### config.mk
export PLATFORM = sky130hd
export DESIGN_NAME = tpbs_queue
export DESIGN_NICKNAME = d
export VERILOG_FILES = /design/src/design/tpbs_pkg.sv /design/src/design/tpbs_queue.sv
export SDC_FILE = /design/constraint.sdc
export NUM_CORES = 1
export LEC_CHECK = 0
export BUFFER_PORTS_ARGS = -buffer_cell sky130_fd_sc_hd__buf_2
export CAP_MARGIN = 20
export CORE_ASPECT_RATIO = 2
export CORE_MARGIN = 2
export CORE_UTILIZATION = 50
export DETAILED_ROUTE_END_ITERATION = 8
export PLACE_DENSITY = 0.71
export SYNTH_ARGS = -nofsm -noshare
export SYNTH_HDL_FRONTEND = slang
export SYNTH_SLANG_ARGS = --single-unit
### constraint.sdc
create_clock -name i_clk -period 6.53 [get_ports i_clk]
set_clock_uncertainty 0.15 [all_clocks]
set_input_delay 1.306 -clock i_clk [delete_from_list [all_inputs] [get_ports i_clk]]
set_output_delay 1.306 -clock i_clk [all_outputs]
set_load 0.01 [all_outputs]
### src/design/tpbs_pkg.sv
`timescale 1ns / 1ps
// ----------------------------------------------------------------------------
// Texture sampler package
// Shared types, constants and the channel blend function.
// ----------------------------------------------------------------------------
package tpbs_pkg;

    localparam int FracBits   = 16;
    localparam int AddrBits   = 16;
    localparam int RegBits    = 13;
    localparam int QueueDepth = 4;
    localparam int QueuePtrW  = 2;

    localparam logic [1:0] OP_WRITE    = 2'd0;
    localparam logic [1:0] OP_POINT    = 2'd1;
    localparam logic [1:0] OP_BILINEAR = 2'd2;

    localparam logic [1:0] CFG_SCALE_X   = 2'd0;
    localparam logic [1:0] CFG_SCALE_Y   = 2'd1;
    localparam logic [1:0] CFG_ROW_PITCH = 2'd2;

    typedef struct packed {
        logic [1:0]  operation;
        logic [15:0] u_coord;
        logic [15:0] v_coord;
        logic [15:0] texel_address;
        logic [31:0] texel_value;
    } t_in_beat;

    typedef struct packed {
        logic [7:0] alpha;
        logic [7:0] red;
        logic [7:0] green;
        logic [7:0] blue;
    } t_out_beat;

    // One classified beat travelling from the front to the back. A write
    // uses addr00 as its store address.
    typedef struct packed {
        logic                wr;
        logic [31:0]         wr_data;
        logic                bilinear;
        logic [AddrBits-1:0] addr00;
        logic [AddrBits-1:0] addr01;
        logic [AddrBits-1:0] addr10;
        logic [AddrBits-1:0] addr11;
        logic [FracBits-1:0] frac_x;
        logic [FracBits-1:0] frac_y;
    } t_sample;

    // Floor blend a + floor((b - a) * f / 2^FracBits).
    function automatic logic [7:0] blend(input logic [7:0] a, input logic [7:0] b,
                                         input logic [FracBits-1:0] f);
        logic signed [8:0]            d;
        logic signed [FracBits+9:0]   p;
        logic signed [9:0]            s;
        d = $signed({1'b0, b}) - $signed({1'b0, a});
        p = d * $signed({1'b0, f});
        s = 10'(p >>> FracBits);
        return 8'($signed({2'b00, a}) + s);
    endfunction

endpackage

### src/design/tpbs_queue.sv
`timescale 1ns / 1ps
// ----------------------------------------------------------------------------
// Texture sampler request queue
// Small FIFO of classified samples between front and back.
// ----------------------------------------------------------------------------
module tpbs_queue (
    input  logic              i_clk,
    input  logic              i_rst_n,
    input  logic              i_push,
    input  tpbs_pkg::t_sample i_data,
    output logic              o_space,
    input  logic              i_pop,
    output logic              o_valid,
    output tpbs_pkg::t_sample o_data
);
    tpbs_pkg::t_sample r_mem [tpbs_pkg::QueueDepth];
    logic [tpbs_pkg::QueuePtrW-1:0] r_wp;
    logic [tpbs_pkg::QueuePtrW-1:0] r_rp;
    logic [tpbs_pkg::QueuePtrW:0]   r_cnt;

    assign o_space = r_cnt != 3'(tpbs_pkg::QueueDepth);
    assign o_valid = r_cnt != '0;
    assign o_data  = r_mem[r_rp];

    always_ff @(posedge i_clk) begin
        if (!i_rst_n) begin
            r_wp  <= '0;
            r_rp  <= '0;
            r_cnt <= '0;
        end else begin
            if (i_push) r_wp <= r_wp + 1'b1;
            if (i_pop)  r_rp <= r_rp + 1'b1;
            r_cnt <= r_cnt + 3'(i_push) - 3'(i_pop);
        end
        if (i_push) r_mem[r_wp] <= i_data;
    end
endmodule

After elaboration in Yosys (flattened, before gate mapping)

Memories as Yosys holds them, arrays and structs flattened. A register that Yosys moved wholly into a read port is not among the register bits.
Cells that the tools add are included.

Memories kept: 1
RAM bits: 520
Flip-flop bits (word level): 7

Memories:

| memory | depth | bits a word | read ports | clocked after Yosys merged registers in | wr ports | RTL line         | RTL |
|---|---|---|---|---|---|---|---|
| r_mem  | 4     | 130         | 1          | 1                                       | 1        | tpbs_queue.sv:16 | `tpbs_pkg::t_sample r_mem [tpbs_pkg::QueueDepth];` |

Muxes and demuxes: 4
Reductions and logical operators: 1
Eq/ne operators: 1
$add $sub $neg: 4

Operators with widths:

| kind                                         | count |
|---|---|
| adder 2 x 1 -> 2 bit (second input constant) | 2 |
| 2-to-1 mux 2 bit                             | 2 |
| adder 3 x 1 -> 3 bit                         | 1 |
| != test 3 bit (second input constant)        | 1 |
| nonzero test 3 bit                           | 1 |
| subtractor 3 x 1 -> 3 bit                    | 1 |
| 2-to-1 mux 1 bit                             | 2 |

Depth between registers and ports, before layout

Depth after elaboration: 3
Mapped depth: 8
Mapped depth without buffers: 8

Least setup slack after synthesis

OpenSTA, ideal clock, no wires.

Path kind: input port to flip-flop
Start: input port i_push
End: memory r_mem[0][0] in the netlist's numbering, enable pin
Stages on the path: 1
Arrival time: 4283 ps
Slack: 1592 ps
Data required time: 5876 ps
Setup time: 504 ps
Path through: and2_1

Word-level cells in the longest chain between the ends: 2

RTL lines:

| item                                   | RTL line         | RTL |
|---|---|---|
| start: declaration                     | tpbs_queue.sv:9  | `input logic i_push,` |
| 2-to-1 mux 1 bit                       | tpbs_queue.sv:35 | `if (i_push) r_mem[r_wp] <= i_data;` |
| 2-to-1 mux 1 bit (implied by the code) | tpbs_queue.sv:35 |  |
| end: declaration                       | tpbs_queue.sv:16 |  |

Every way passes these cells.

==> results.md <==
- Status: complete, no violations
- Tmin final: 4.28 ns
- HP Class: reg -> reg
- Num rows: 101
- Number of setup buffers added after CTS: 0
- Post-CTS sizing: 0
- Root Buffer Master: clkbuf_16
- Post-synth EDFFs: 520
- Die width: 143 µm
- Synth Area in Simple Gates: 0.389%
- TritonRoute pass-1 iters: 4
- Measured slew at the worst slew-check pin: 1.06 ns
- Input/output buffers: 265
- CTS Buf Count: 43
- Worst EP required: 5.07 ns
- CTS tree: done
- Filler Cells Inserted: 2719
- Max Cap Viol: 0
- GRT Total Usage: 18.5%
- CP Data Arrival Time: 2.82 ns
- Synth Area in Adders: 0.493%
- DP HPWL: 22900 µm
- DR vias: 8436
- Core ar.: 38000 µm²
- Main combinational cell family by area after synthesis: multiplexers
- Mapped Nets: 863
- Post-place setup slack: 2.71 ns
- Unrepaired setup endpoints after global routing: no
- Setup violators final: 0
- Share of cells above drive strength 1: 45.0%
- Synthesized area per cell: 26.7 µm²
- Initial DRC Count: 468
- H-tree levels: 2
- Hold_buf cts: 0
- Fin. Hold Viols: 0
- Grt ovf: 0
- Footprint of the multi-input gates: 3170 µm²
- Final Non-Filler Cells: 1563
- R2R depth: 4
- Starting Density: 50.7%
- Tcrit/Tclk final: 65.5%
- Xor/xnor share of the synthesized area: 0.207%
- Placed insts: 1482
- Vias in the first global route: 8967
- FF/Latch Area: 15800 µm²
- Routed WL per cell: 23.9 µm
- Worst-path clk slew: 0.06 ns
- Compound-cell area share of the yosys netlist: 0.0778%
- Final Net Count: 1153
- Startpoint types: register
- Syn Inst Count: 722
- Pin count of the biggest net entering global routing: 131
- GPL Wtd Cong: 0.727
- Delay-heaviest family, CP: flip-flops
- Fmax: 0.234 GHz
- Crit. path cell count: 3
- DR DRC count: 0
- CP max FO: 36
- Ports: 266
- Area delta synth->final: 16.3%
- Design area: 22400 µm²
- Yosys cell types: 22
- Placed Instance Area: 21100 µm²
- CTS Buffer Depth: 3
- Initial antenna violation count: 8
- Critical Path Max Stage Delay: 0.85 ns
- IR Drop Worst-Case VDD: 289 µV
- Worst Setup Slack, final: 2.25 ns
- Worst slew margin: 29.5%
- Post-route ant nets: 0
- Top_reg_cell synth: edfxtp_1
- P_leak: 7.46 nW
- FFs w/ async S/R, synth: 0%
- CP endpoint kind: output pin
- Mean number of vias per cell: 5.40
- Slowest cell on crit path: dfxtp_4
- Die Height: 282 µm
- Final wirelength: 37300 µm
- YS warnings: 0
- Fin Setup TNS: 0 ns
- Syn Std Cell Area: 19300 µm²
- Power Density: 317 nW/µm²
- Bufs and invs on worst path: 2
- Worst-Skew Late Latency: 0.53 ns
- First-pass GRT wire length: 54600 µm
- Min-Delay Path Depth: 2
- Die area: 40300 µm²
- Proportion of synthesized area in mux cells: 15.2%
- Critical Path, Cell by Cell: buf_4 -> mux4_2 -> buf_2
- Register area share after synthesis: 81.8%
- #FFs+latches synth: 529
- Crit Path Category: reg -> out
- CTS Sinks: 529
- Final Max Tran Viols: 0
cells in the mapped netlist (2+ instances only):
cell type,n,share of area [%]
and2_1,5,0.16
buf_1,3,0.058
buf_12,11,1.1
buf_2,10,0.26
buf_4,3,0.12
dfxtp_1,9,0.93
edfxtp_1,520,81
ha_1,6,0.39
inv_1,6,0.12
mux4_2,130,15
nor2_1,7,0.14
xnor2_1,2,0.091
layout by cell type, fill, tap and decap left out, types with 2 or more instances in the layout:
cell type  count
nor2_1         7
bufinv_16      3
buf_4          4
and2_4         4
clkbuf_16     45
clkinv_1       8
xnor2_1        2
edfxtp_1     520
clkinv_2       9
diode_2        5
buf_2        265
mux4_2       130
clkbuf_1      10
inv_1          6
dfxtp_1        7
dfxtp_4        2
buf_12         5
ha_1           6
per-stage QoR:
step,utilization (%),power (mW),hold slack [ns]
final,59.0,7.11,0.409
after global routing,59.0,7.37,0.441
after detailed placement,55.5,4.74,0.395
after CTS,59.0,7.20,0.406
after floorplan,-,4.46,0.349
after global placement,55.5,4.72,0.353
path summary, 6_finish.rpt:
kind	start	to	slack [ns]
worst max register to register	r_wp[0]	r_mem[2][40]	4.15
worst min register to register	r_rp[1]	register	0.41
worst min-delay path	r_rp[1]	register	0.41
worst max-delay path	register	o_data[75]	2.25
metal layers:
metal  GRT usage (%)  part of all wire [%]  vias up
met5               0                 0.035        -
met4            6.88                   2.9        2
met3            3.58                   5.3       65
met2            34.1                    57      254
met1            21.3                    35     4425
li1                -                     -     3690
final cells by class:
cell class / instances / area share [%]
inverter: 6 / 0.100
tap: 515 / 2.87
clock buffer: 55 / 5.18
antenna: 5 / 0.0557
sequential: 529 / 70.4
clock inverter: 21 / 0.769
multi-input combinational: 158 / 14.1
timing repair buffer: 274 / 6.49
kinds of logic after synthesis:
kind of cell	count (synthesis)
buffers and inverters	35
DFF	529
muxes	131
xor gates and xnor gates	3
AOI/OAI and AO/OA	2
and+or+nand+nor	15
adders and majority gates	7
state kept, by name, indices dropped and copies added, names as in the netlist, named ones only:
| name | cells |
|---|---|
| r_cnt | 3 |
| r_wp | 2 |
| r_mem | 520 |
| r_rp | 2 |
worst register-to-register path: stages (launching register included):
cell,delay [ns]
dfxtp_1,0.35
inv_1,0.09
ha_1,0.14
and2_4,0.55
buf_4,0.70
where the power goes:
group	leakage, nW	total, mW	internal, mW	switching, mW
registers	4.85	3.97	3.90	0.0653
clock network	0.657	2.47	1.38	1.09
logic	1.96	0.675	0.317	0.359
total	7.46	7.11	5.60	1.51
No activity file was read; power rests on OpenSTA's default activity.
