$ cat config.mk
export PLATFORM = sky130hd
export DESIGN_NAME = tpbs_front
export DESIGN_NICKNAME = d
export VERILOG_FILES = /design/src/design/tpbs_pkg.sv /design/src/design/tpbs_front.sv
export SDC_FILE = /design/constraint.sdc
export NUM_CORES = 1
export LEC_CHECK = 0
export BUFFER_PORTS_ARGS = -buffer_cell sky130_fd_sc_hd__buf_2
export CORE_ASPECT_RATIO = 1.5
export CORE_UTILIZATION = 45
export CTS_CLUSTER_DIAMETER = 40
export CTS_CLUSTER_SIZE = 24
export DETAILED_ROUTE_END_ITERATION = 7
export MAX_ROUTING_LAYER = met4
export PLACE_DENSITY = 0.64
export SLEW_MARGIN = 20
export SYNTH_ARGS = -nofsm -noshare
export SYNTH_HDL_FRONTEND = slang
export SYNTH_SLANG_ARGS = --single-unit
$ cat constraint.sdc
create_clock -name i_clk -period 12 [get_ports i_clk]
set_input_delay 2.4 -clock i_clk [delete_from_list [all_inputs] [get_ports i_clk]]
set_output_delay 2.4 -clock i_clk [all_outputs]
set_load 0.01 [all_outputs]
$ cat src/design/tpbs_pkg.sv
`timescale 1ns / 1ps
// ----------------------------------------------------------------------------
// Texture sampler package
// Shared types, constants and the channel blend function.
// ----------------------------------------------------------------------------
package tpbs_pkg;

    localparam int FracBits   = 16;
    localparam int AddrBits   = 16;
    localparam int RegBits    = 13;
    localparam int QueueDepth = 4;
    localparam int QueuePtrW  = 2;

    localparam logic [1:0] OP_WRITE    = 2'd0;
    localparam logic [1:0] OP_POINT    = 2'd1;
    localparam logic [1:0] OP_BILINEAR = 2'd2;

    localparam logic [1:0] CFG_SCALE_X   = 2'd0;
    localparam logic [1:0] CFG_SCALE_Y   = 2'd1;
    localparam logic [1:0] CFG_ROW_PITCH = 2'd2;

    typedef struct packed {
        logic [1:0]  operation;
        logic [15:0] u_coord;
        logic [15:0] v_coord;
        logic [15:0] texel_address;
        logic [31:0] texel_value;
    } t_in_beat;

    typedef struct packed {
        logic [7:0] alpha;
        logic [7:0] red;
        logic [7:0] green;
        logic [7:0] blue;
    } t_out_beat;

    // One classified beat travelling from the front to the back. A write
    // uses addr00 as its store address.
    typedef struct packed {
        logic                wr;
        logic [31:0]         wr_data;
        logic                bilinear;
        logic [AddrBits-1:0] addr00;
        logic [AddrBits-1:0] addr01;
        logic [AddrBits-1:0] addr10;
        logic [AddrBits-1:0] addr11;
        logic [FracBits-1:0] frac_x;
        logic [FracBits-1:0] frac_y;
    } t_sample;

    // Floor blend a + floor((b - a) * f / 2^FracBits).
    function automatic logic [7:0] blend(input logic [7:0] a, input logic [7:0] b,
                                         input logic [FracBits-1:0] f);
        logic signed [8:0]            d;
        logic signed [FracBits+9:0]   p;
        logic signed [9:0]            s;
        d = $signed({1'b0, b}) - $signed({1'b0, a});
        p = d * $signed({1'b0, f});
        s = 10'(p >>> FracBits);
        return 8'($signed({2'b00, a}) + s);
    endfunction

endpackage

$ cat src/design/tpbs_front.sv
`timescale 1ns / 1ps
// ----------------------------------------------------------------------------
// Texture sampler front end
// Takes input beats, passes writes on in order and turns samples into four
// addresses.
// ----------------------------------------------------------------------------
module tpbs_front (
    input  logic                           i_clk,
    input  logic                           i_rst_n,
    input  logic                           i_valid,
    output logic                           o_ready,
    input  tpbs_pkg::t_in_beat             i_beat,
    input  logic [tpbs_pkg::RegBits-1:0]   i_scale_x,
    input  logic [tpbs_pkg::RegBits-1:0]   i_scale_y,
    input  logic [tpbs_pkg::RegBits-1:0]   i_row_pitch,
    input  logic                           i_space,
    output logic                           o_push,
    output tpbs_pkg::t_sample              o_sample
);
    logic        r_v1;
    logic        r_bil;
    logic        r_wr;
    logic [tpbs_pkg::AddrBits-1:0] r_waddr;
    logic [31:0] r_wdata;
    logic [28:0] r_tx;
    logic [28:0] r_ty;
    logic [tpbs_pkg::RegBits-1:0] r_pitch;
    logic        r_v2;
    logic        r_bil2;
    logic        r_wr2;
    logic [31:0] r_wdata2;
    logic [tpbs_pkg::AddrBits-1:0] r_base;
    logic [tpbs_pkg::AddrBits-1:0] r_pitch2;
    logic [tpbs_pkg::FracBits-1:0] r_fx;
    logic [tpbs_pkg::FracBits-1:0] r_fy;
    logic        adv;
    logic        is_sample;
    logic        is_write;
    logic [25:0] row_prod;

    assign adv       = !r_v2 || i_space;
    assign o_ready   = adv;
    assign is_sample = (i_beat.operation == tpbs_pkg::OP_POINT) ||
                       (i_beat.operation == tpbs_pkg::OP_BILINEAR);
    assign is_write  = i_beat.operation == tpbs_pkg::OP_WRITE;
    assign row_prod  = r_ty[28:16] * r_pitch;

    always_ff @(posedge i_clk) begin
        if (!i_rst_n) begin
            r_v1 <= 1'b0;
            r_v2 <= 1'b0;
        end else if (adv) begin
            r_v1 <= i_valid && (is_sample || is_write);
            r_v2 <= r_v1;
        end
        if (adv) begin
            r_bil    <= i_beat.operation == tpbs_pkg::OP_BILINEAR;
            r_wr     <= is_write;
            r_waddr  <= i_beat.texel_address;
            r_wdata  <= i_beat.texel_value;
            r_tx     <= i_beat.u_coord * i_scale_x;
            r_ty     <= i_beat.v_coord * i_scale_y;
            r_pitch  <= i_row_pitch;
            r_bil2   <= r_bil;
            r_wr2    <= r_wr;
            r_wdata2 <= r_wdata;
            r_base   <= r_wr ? r_waddr : 16'(row_prod) + 16'(r_tx[28:16]);
            r_pitch2 <= 16'(r_pitch);
            r_fx     <= r_tx[15:0];
            r_fy     <= r_ty[15:0];
        end
    end

    assign o_push = r_v2 && i_space;
    assign o_sample.wr       = r_wr2;
    assign o_sample.wr_data  = r_wdata2;
    assign o_sample.bilinear = r_bil2;
    assign o_sample.addr00   = r_base;
    assign o_sample.addr01   = r_base + 16'd1;
    assign o_sample.addr10   = r_base + r_pitch2;
    assign o_sample.addr11   = r_base + r_pitch2 + 16'd1;
    assign o_sample.frac_x   = r_fx;
    assign o_sample.frac_y   = r_fy;
endmodule

=== Yosys cells after proc, flatten, opt, wreduce, memory -nomap -nowiden ===
Index checks and enable logic that the tools add are counted.
W data, S select, Z words.

* Add/sub/neg operators: 4
* $mul: 3
* Eq/ne operators: 2
* Multiplexer cells: 1
* Reductions and logical operators: 7

{| class="wikitable"
|+ Operators by type and width
! kind !! count
|-
| $mul A16 B13 Y29 || 2
|-
| $add A16 B1 Y16 const B || 2
|-
| $add A16 B13 Y16 || 2
|-
| $mul A13 B13 Y16 || 1
|-
| $mux W16 || 1
|-
| $logic_or A1 B1 Y1 || 3
|-
| $eq A2 B1 Y1 const B || 1
|-
| $eq A2 B2 Y1 const B || 1
|-
| $logic_and A1 B1 Y1 || 2
|-
| $logic_not A2 Y1 || 1
|-
| $logic_not A1 Y1 || 1
|}

* Register bits after elaboration: 218
* Bits of input ports: 125
* Output and inout port bits: 132
* Word-level logic and storage cells: 33

=== Logic depth before layout (Yosys ltp) ===
Gate-level depths: netlist (run 1).

* Depth after elaboration: 4
* Mapped depth: 22
* Depth with buffers taken out: 21

=== Worst setup path after synthesis (run 1) ===
OpenSTA, ideal clock, no wires.

* Kind: input-to-output
* Start: in i_space
* End: out o_ready
* Arrival: 6.705 ns
* Data required time: 9.600 ns
* Slack: 2.895 ns
* Stages on the path: 2
* Buffers on the path: 0
* Cells stage by stage: nor2b_1 > inv_1

* Cells in the longest elaborated chain, start to end: 1

{| class="wikitable"
|+ RTL lines
! what !! line !! source
|-
| start: declaration || tpbs_front.sv:16 || <nowiki>input logic i_space,</nowiki>
|-
| $logic_or A1 B1 Y1 || tpbs_front.sv:41 || <nowiki>assign adv = !r_v2 || i_space;</nowiki>
|-
| end: declaration || tpbs_front.sv:11 || <nowiki>output logic o_ready,</nowiki>
|}

No other way between the ends.

=== Final worst setup path (run 1) ===
* Start: in i_scale_y[1] (netlist name)
* End: reg r_ty[28] (data pin)

* Cells in the longest elaborated chain, start to end: 1

{| class="wikitable"
|+ RTL lines
! what !! line !! source
|-
| start: declaration || tpbs_front.sv:14 || <nowiki>input logic [tpbs_pkg::RegBits-1:0] i_scale_y,</nowiki>
|-
| $mul A16 B13 Y29 || tpbs_front.sv:62 || <nowiki>r_ty <= i_beat.v_coord * i_scale_y;</nowiki>
|-
| end signal: assignment || tpbs_front.sv:62 ||
|-
| end: declaration || tpbs_front.sv:26 || <nowiki>logic [28:0] r_ty;</nowiki>
|}

No other way between the ends.
A chain may end at the register's enable or synchronous reset.

==> impl_metrics.ini, run 1 <==
[run_status]
status = completed

[worst_setup_path]
cp-end-kind = register
critical_path.slowest_cell = fa_1
crit_fanout = 16
crit_top_cell = fa_1
crit_type = in -> reg
crit_path_start_kind = input pin
cpPeakStageDelay_ps = 540
crit_required_ps = 12300
timing.critical_path.arrival_ps = 7520
path_cells = buf_2, and2_1, fa_1, inv_1, fa_1, inv_1, fa_1, inv_1, fa_1, fa_1, inv_1, ha_1, and3_1, a221oi_2, o21ai_2, a31oi_4, o211ai_1, a31o_2, a21oi_1, xor2_1

[die]
fp-row-count = 106
die_h_um = 294
coreArea_um2 = 56000
die_w_um = 197
pin_count = 257
dieArea_um2 = 57900
initial_utilization = 0.457

[timing]
fin_crit_ps = 7220
fmax_mhz = 138
skew_ps = 32.3
worst_pin_slew_ps = 1020
finalMaxSlewViolations = 0
timing.final.setup_violations = 0
fin_tns_setup_ps = 0
slew_headroom = 0.318
rsz0062_at_grt = false
timing.final.crit_share = 0.602
hold_violations = 0

[clock_tree]
cts.clk_slew.worst_paths_ps = 80
cts_post_setup_buffers_inserted = 0
cts-resized-gates = 0
clkLatencyLatePin_ps = 560
cts_buffers = 24
cts_tree = yes
cts_sinks = 218
htreeDepth = 1
hold_buffers = 0
cts_buffer_depth = 3
root_buffer = clkbuf_16

[global_route]
grt_util_all_layers = 0.212
grt_pass1_wl_um = 95000
antenna_found_initial = 2
grt_pass1_vias = 18900
grt_max_degree = 96
grt-ovfl-total = 0

[yosys]
synth_xor_area_frac = 0.0369
netlist_area_um2 = 25600
synthDistinctLibCells = 70
yosys-top-cells-area = fa_1 31%, edfxtp_1 25%, ha_1 10%
synth_top_family_by_area = adder cells
synth-main-ff-cell = edfxtp_1
ys_seq_area_frac = 0.255
muxShareOfSynthArea = 0.00215
yosysTopAreaCell = fa_1
async_flop_share = 0
synth_nets = 3237
synth_compound_gate_area_share = 0.0561
syn_avg_cell_area_um2 = 10.2
synth_fa_ha_area_frac = 0.413
synth-seq-cells = 218
synthSimpleGateAreaFrac = 0.142
yosysWarnings = 0
synth_edf_count = 216
synthCells = 2504
netlist.area_leader.share = 0.310

[finish]
layout_commonest_cell = inv_1
nets = 3443
final_cell_mix = 567 x inv_1, 396 x fa_1, 319 x nand2_1, 276 x and2_1, 256 x buf_2
area_delta_synth_final_pct = 11.1
drive_gt1_frac = 0.124

[run]
cap_violations = 0

[route]
via_per_inst = 4.96
wl_um = 57200
remaining_drc_errors = 0
antenna_left = 0
vias = 17300
drtIter0Drc = 625
firstDrtPassIters = 4
wl_per_cell_um = 16.4

[place]
place_congestion = 0.937
hpwl_um = 46700
io_buffers = 256

[worst_hold_path]
hold_path_class = reg -> reg
-- stage by stage --
stage	cells	utilization	hold slack [ps]	cell area, um2	setup slack (ps)
6_report	3486	0.508	417	28500	4780
5_1_grt	3486	0.508	422	28500	4490
4_1_cts	3484	0.508	419	28400	4810
3_5_place_dp	3440	0.492	405	27600	4210
3_3_place_gp	3440	0.492	401	27600	4300
2_1_floorplan	2504	-	400	25600	2900
-- final timing paths --
| path | startpoint | endpoint | slack, ps | cells after the start |
|---|---|---|---|---|
| worst max register to register | r_pitch[3] | r_base[15] | 5800 | 19 |
| worst max-delay path | i_scale_y[1] | r_ty[28] | 4780 | 20 |
| worst min register to register | r_tx[8] | r_fx[8] | 420 | 0 |
| worst min-delay path | r_tx[8] | r_fx[8] | 420 | 0 |
-- layout make-up --
cell class                 instances  area (um2)
inverter                         568        2140
antenna                            2        5.00
timing repair buffer             259        1300
tap                              756         946
sequential                       218        6530
fill                            5203       27500
multi-input combinational       1639       16600
clock buffer                      24         601
clock inverter                    20         292
-- worst max-delay path, delay by kind of cell --
kind / cells / cell delay, ps
AND/OR/NAND/NOR: 2 / 460
XOR/XNOR: 1 / 80
buffers and inverters: 5 / 400
adder cells (fa/ha/maj): 6 / 2820
AO/OA/AOI/OAI: 6 / 1350
-- cells in the mapped netlist, types with 3 or more instances --
library cell  instances
mux2_2                4
xor2_1               34
nand2b_1              8
or2_2                 3
a21o_1               19
clkbuf_1             76
nor3_1               20
and3_1               10
ha_1                212
o21ai_0              33
nand3_1              19
o21a_1               20
a211oi_2              3
a21oi_1              44
xnor2_1              74
or3_1                 6
nand2_1             319
o31ai_1               8
a211o_1               6
inv_1               568
edfxtp_1            216
a31oi_1               6
o31a_1                3
and2_1              276
nor2_1               33
fa_1                396
a211oi_1              7
nand4_1               7
a21oi_2               3
o21ai_1               6
o21bai_1             10
nor2b_1               5
-- cells by family after synthesis --
logic type      count (synthesis)
compound gates                198
simple gates                  720
xor+xnor                      108
flops                         218
buf+inv                       647
mux                             5
fa+ha+maj                     608
-- metal layers --
metal / up-vias / part of all wire / GRT usage
met4: 0 / 0.035 / 0.0758
li1: 8128 / - / -
met5: - / 0 / -
met3: 110 / 0.034 / 0.0158
met1: 8682 / 0.40 / 0.235
met2: 386 / 0.53 / 0.394
-- state kept, by name (all words and copies together) (netlist names), 13 cells and up --
name,flops
r_waddr,16
r_wdata2,32
r_pitch,13
r_fy,16
r_tx,29
r_ty,29
r_wdata,32
r_fx,16
r_pitch2,13
r_base,16
Power of run 1 is not shown: default switching activity piles up to over one toggle a cycle in this logic, so the estimate is an artifact.
==> inputs of run 2 (changes only) <==
--- a/config.mk
+++ b/config.mk
@@ -5,6 +5,7 @@
 export SDC_FILE = /design/constraint.sdc
 export NUM_CORES = 1
 export LEC_CHECK = 0
+export ABC_AREA = 1
 export BUFFER_PORTS_ARGS = -buffer_cell sky130_fd_sc_hd__buf_2
 export CORE_ASPECT_RATIO = 1.5
 export CORE_UTILIZATION = 45
@@ -12,7 +13,7 @@
 export CTS_CLUSTER_SIZE = 24
 export DETAILED_ROUTE_END_ITERATION = 7
 export MAX_ROUTING_LAYER = met4
-export PLACE_DENSITY = 0.64
+export PLACE_DENSITY = 0.66
 export SLEW_MARGIN = 20
 export SYNTH_ARGS = -nofsm -noshare
 export SYNTH_HDL_FRONTEND = slang
==> constraint.sdc (replaced) <==
create_clock -name i_clk -period 5.85 [get_ports i_clk]
set_input_delay 1.17 -clock i_clk [delete_from_list [all_inputs] [get_ports i_clk]]
set_output_delay 1.17 -clock i_clk [all_outputs]
set_load 0.01 [all_outputs]
==> impl_metrics.ini, run 2 <==
[timing]
worst_pin_slew_ps = 818
fin_crit_ps = 5620
skew_ps = 25.6
whs_ps = 409
timing.final.crit_share = 0.960
fmax_mhz = 178
layout_setup_ws_ps = 233
rsz0062_at_grt = false
finalMaxSlewViolations = 0
slew_headroom = 0.455
hold_violations = 0
timing.final.setup_violations = 0

[place]
io_buffers = 256
place_ws_ps = -111
placed_area_um2 = 29600
hpwl_um = 51300
place_congestion = 0.916

[yosys]
yosysWarnings = 0
synthSimpleGateAreaFrac = 0.157
synth_xor_area_frac = 0.0264
netlist_area_um2 = 26900
synth_fa_ha_area_frac = 0.394
synthDistinctLibCells = 46
synth_top_family_by_area = adder cells
synthCells = 3129
muxShareOfSynthArea = 0
synth_compound_gate_area_share = 0.0335
netlist.area_leader.share = 0.295
syn_avg_cell_area_um2 = 8.59
yosys-top-cells-area = fa_1 30%, edfxtp_1 24%, inv_1 13%
async_flop_share = 0
ys_seq_area_frac = 0.243
yosysTopAreaCell = fa_1
synth-main-ff-cell = edfxtp_1
synth.most_common_cell = inv_1
synth-seq-cells = 218
synth_common_cells = 925 x inv_1, 817 x nand2_1, 396 x fa_1
synth_edf_count = 216
synth_nets = 3862

[route]
drtIter0Drc = 805
via_per_inst = 4.75
wl_per_cell_um = 14.4
wl_um = 60600
antenna_left = 0
vias = 20000
firstDrtPassIters = 6
remaining_drc_errors = 0

[worst_setup_path]
ff2ff_path_depth = 19
crit_path_start_kind = register
worstReg2RegStart = r_pitch[7]
crit_type = reg -> reg
crit_required_ps = 6140
crit_fanout = 11
r2r-end = r_base[15]
cp-end-kind = register
timing.critical_path.arrival_ps = 5910
r2r_setup_slack_ps = 230

[clock_tree]
cts.clk_slew.worst_paths_ps = 80
cts_tree = yes
root_buffer = clkbuf_16
clkLatencyLatePin_ps = 550
htreeDepth = 1
cts_buffers = 22
cts_buffer_depth = 3
hold_buffers = 0
cts_sinks = 218

[die]
die_h_um = 301
initial_utilization = 0.456
dieArea_um2 = 60700
coreArea_um2 = 58900
pin_count = 257
die_w_um = 202
fp-row-count = 109

[finish]
fin_util = 0.519
nets = 4155
final_design_area_no_fill_um2 = 30600
reg_top3 = r_wdata2 x32, r_wdata x32
layout_commonest_cell = inv_1
diodes = 0
final_cell_mix = 925 x inv_1, 816 x nand2_1, 396 x fa_1, 256 x buf_2, 216 x edfxtp_1
area_delta_synth_final_pct = 13.7
drive_gt1_frac = 0.138
fillCellCount = 5646

[global_route]
grt_util_all_layers = 0.213
grt_max_degree = 146
antenna_found_initial = 0
grt_pass1_wl_um = 101000
grt-ovfl-total = 0
grt_pass1_vias = 20800

[run_status]
status = completed

[worst_hold_path]
min_to = r_wdata2[14]
hold_path_class = reg -> reg
min-delay-start = r_wdata[14]
min_path_cells = 0

[run]
cap_violations = 0
[run 2: kinds of logic (layout without fill, tap and decap cells)]
group	count (synthesis)	in the layout
AO/OA/AOI/OAI	161	161
AND/OR/NAND/NOR	1022	1022
XOR/XNOR	79	79
flip-flops	218	218
adder cells (fa/ha/maj)	608	608
buffers and inverters	1041	1350
[run 2: worst max path at each step]
stage	to	from	cells past startpoint
after global placement	r_ty[24]	i_scale_y[5]	20
after detailed placement	r_ty[24]	i_scale_y[1]	22
after floorplan	r_tx[20]	i_scale_x[6]	19
after CTS	r_base[13]	r_pitch[1]	21
after global routing	r_base[13]	r_pitch[1]	24
final	r_base[15]	r_pitch[7]	19
[run 2: through the flow]
| step | TNS, ps | std cells |
|---|---|---|
| 3_5_place_dp | -383 | 4169 |
| 3_3_place_gp | -92.5 | 4169 |
| 5_1_grt | 0 | 4215 |
| 4_1_cts | 0 | 4209 |
| 2_1_floorplan | 0 | 3129 |
| 6_report | 0 | 4215 |
[run 2: layer usage]
| metal | vias to the layer above | part of all wire | GRT usage |
|---|---|---|---|
| met3 | 116 | 0.039 | 0.0179 |
| li1 | 9713 | - | - |
| met5 | - | 0 | - |
| met1 | 9715 | 0.40 | 0.242 |
| met4 | 0 | 0.032 | 0.0770 |
| met2 | 457 | 0.53 | 0.390 |
[run 2: critical path, cell delays in order (launching register included)]
cell and delay (ps):
edfxtp_1 670, nand2_1 170, fa_1 550, fa_1 550, inv_1 50, fa_1 500, fa_1 450, fa_1 510
inv_1 50, fa_1 470, inv_1 40, ha_1 300, a21o_1 210, a21boi_0 240, o21ai_0 120, o21bai_1 230
inv_1 80, nand3_1 70, nand3_1 80, nand2_1 50
[run 2: layout make-up]
class | count | area, um2 | share of cell area
multi-input cells | 1870 | 16400 | 0.538
flip-flops and latches | 218 | 6530 | 0.214
inverters | 933 | 3500 | 0.115
repair buffers | 377 | 2240 | 0.0733
well taps | 777 | 972 | 0.0318
clock buffers | 23 | 554 | 0.0181
clock inverters | 17 | 313 | 0.0102
[run 2: what timing repair did]
item,CTS,global route
endpoints found under the setup margin,0,5
resized for setup,0,3
setup buffers,0,6
Power of run 2 is left out for the same reason.
==> inputs of run 3 (changes only) <==
--- a/config.mk
+++ b/config.mk
@@ -12,6 +12,7 @@
 export CTS_CLUSTER_DIAMETER = 40
 export CTS_CLUSTER_SIZE = 24
 export DETAILED_ROUTE_END_ITERATION = 7
+export GPL_TIMING_DRIVEN = 0
 export MAX_ROUTING_LAYER = met4
 export PLACE_DENSITY = 0.66
 export SLEW_MARGIN = 20
==> impl_metrics.ini, run 3 (same netlist as run 2, synthesis figures left out) <==
[run_status]
violations = DRC
status = complete, but fails checks

[worst_setup_path]
crit_top_cell = fa_1
ff2ff_path_depth = 20
crit_fanout = 10
r2r_setup_slack_ps = 290
path_cells = clkbuf_2, clkbuf_2, nand2_1, fa_1, inv_1, fa_1, fa_1, fa_1, inv_1, fa_1, inv_1, ha_1, nand2_1, nor2_1, inv_1, nor3_1, nand4_1, nand3_1, nand2_1, nand3_1, xor2_1
critical_path.slowest_cell = fa_1
cp-end-kind = register
critPathLaunch = i_scale_y[5]
r2r-end = r_base[15]
crit_path_start_kind = input pin
crit_type = in -> reg
worstReg2RegStart = r_pitch[6]
cpPeakStageDelay_ps = 530
timing.critical_path.arrival_ps = 5970
crit_required_ps = 6140

[finish]
final_cell_mix = 925 x inv_1, 816 x nand2_1, 396 x fa_1, 241 x buf_2, 216 x edfxtp_1
nets = 4116
drive_gt1_frac = 0.124
fillCellCount = 5717
reg_top3 = r_wdata2 x32, r_wdata x32
layout_commonest_cell = inv_1
area_delta_synth_final_pct = 12.2

[global_route]
antenna_found_initial = 2
grt_pass1_vias = 20400
grt_max_degree = 79
grt_util_all_layers = 0.215
grt-ovfl-total = 0
grt_pass1_wl_um = 101000

[clock_tree]
clkLatencyLatePin_ps = 540
cts_buffers = 22
root_buffer = clkbuf_16
htreeDepth = 1
cts_tree = yes
cts_buffer_depth = 3
cts_sinks = 218
cts.clk_slew.worst_paths_ps = 90

[die]
coreArea_um2 = 58900
fp-row-count = 109
initial_utilization = 0.456
die_w_um = 202
die_h_um = 301
dieArea_um2 = 60700
pin_count = 257

[run]
cap_violations = 0

[route]
remaining_drc_errors = 1
vias = 19800
drtIter0Drc = 872
firstDrtPassIters = 8
antenna_left = 0
via_per_inst = 4.73
wl_per_cell_um = 14.8
wl_um = 61900

[timing]
rsz0062_at_grt = true
skew_ps = 16.4
timing.final.crit_share = 0.972
fmax_mhz = 176
fin_crit_ps = 5680
whs_ps = 413
timing.final.setup_violations = 0
hold_violations = 0
finalMaxSlewViolations = 0
slew_headroom = 0.615
worst_pin_slew_ps = 578

[place]
hpwl_um = 53600
place_congestion = 0.934
io_buffers = 230

[worst_hold_path]
min_path_cells = 0
hold_path_class = reg -> reg
min_to = r_fx[3]
min-delay-start = r_tx[3]
[run 3: cell count changes in the layout (fill, tap and decap cells not counted), sizes merged]
cell,delta
diode,+3
clkinv,-2
clkbuf,+71
buf,-109
bufinv,+1
[run 3: metal layers]
layer | part of all wire | GRT usage | vias up
li1 | - | - | 9657
met1 | 0.40 | 0.239 | 9591
met2 | 0.53 | 0.398 | 417
met3 | 0.036 | 0.0183 | 111
met4 | 0.032 | 0.0830 | 0
met5 | 0 | - | -
[run 3: area by class of cell]
| type | count | area, um2 | share of cell area |
|---|---|---|---|
| inverters | 933 | 3500 | 0.116 |
| flip-flops and latches | 218 | 6530 | 0.217 |
| well taps | 777 | 972 | 0.0323 |
| clock buffers | 24 | 579 | 0.0192 |
| multi-input cells | 1870 | 16500 | 0.546 |
| plain buffers | 83 | 429 | 0.0142 |
| repair buffers | 255 | 1400 | 0.0466 |
| clock inverters | 16 | 253 | 0.00839 |
| diodes | 3 | 7.51 | 0.000249 |
[run 3: what timing repair did]
action / in CTS / in global routing
resized for setup: 31 / 89
hold buffers: 0 / 0
endpoints found under the setup margin: 21 / 27
buffers inserted: 3 / 20
[run 3: worst max-delay path by stage]
stage               endpoint  cells past startpoint  slack [ps]
CTS                 r_ty[18]                     21          10
global route        r_tx[19]                     22         -20
global placement    r_ty[24]                     19        -860
detailed placement  r_ty[21]                     18        -850
floorplan           r_tx[20]                     19          40
finish              r_ty[27]                     21         170
[run 3: stage by stage]
step	cell area (um2)	setup TNS (ps)	instances	util	worst slack [ps]
after floorplan	26900	0	3129	-	39.3
after global placement	29000	-22370	4136	0.492	-857
after global routing	30100	-32.4	4178	0.512	-23.4
after detailed placement	29100	-22170	4138	0.493	-846
final	30100	0	4179	0.512	166
after CTS	29900	0	4169	0.508	9.62
[run 3: worst max-delay path: cells and delay by family]
family | cells | cell delay, ps
buffers and inverters | 6 | 780
adders and majority gates | 6 | 2870
xor gates and xnor gates | 1 | 70
and+or+nand+nor | 8 | 1070
Power of run 3 is left out for the same reason.
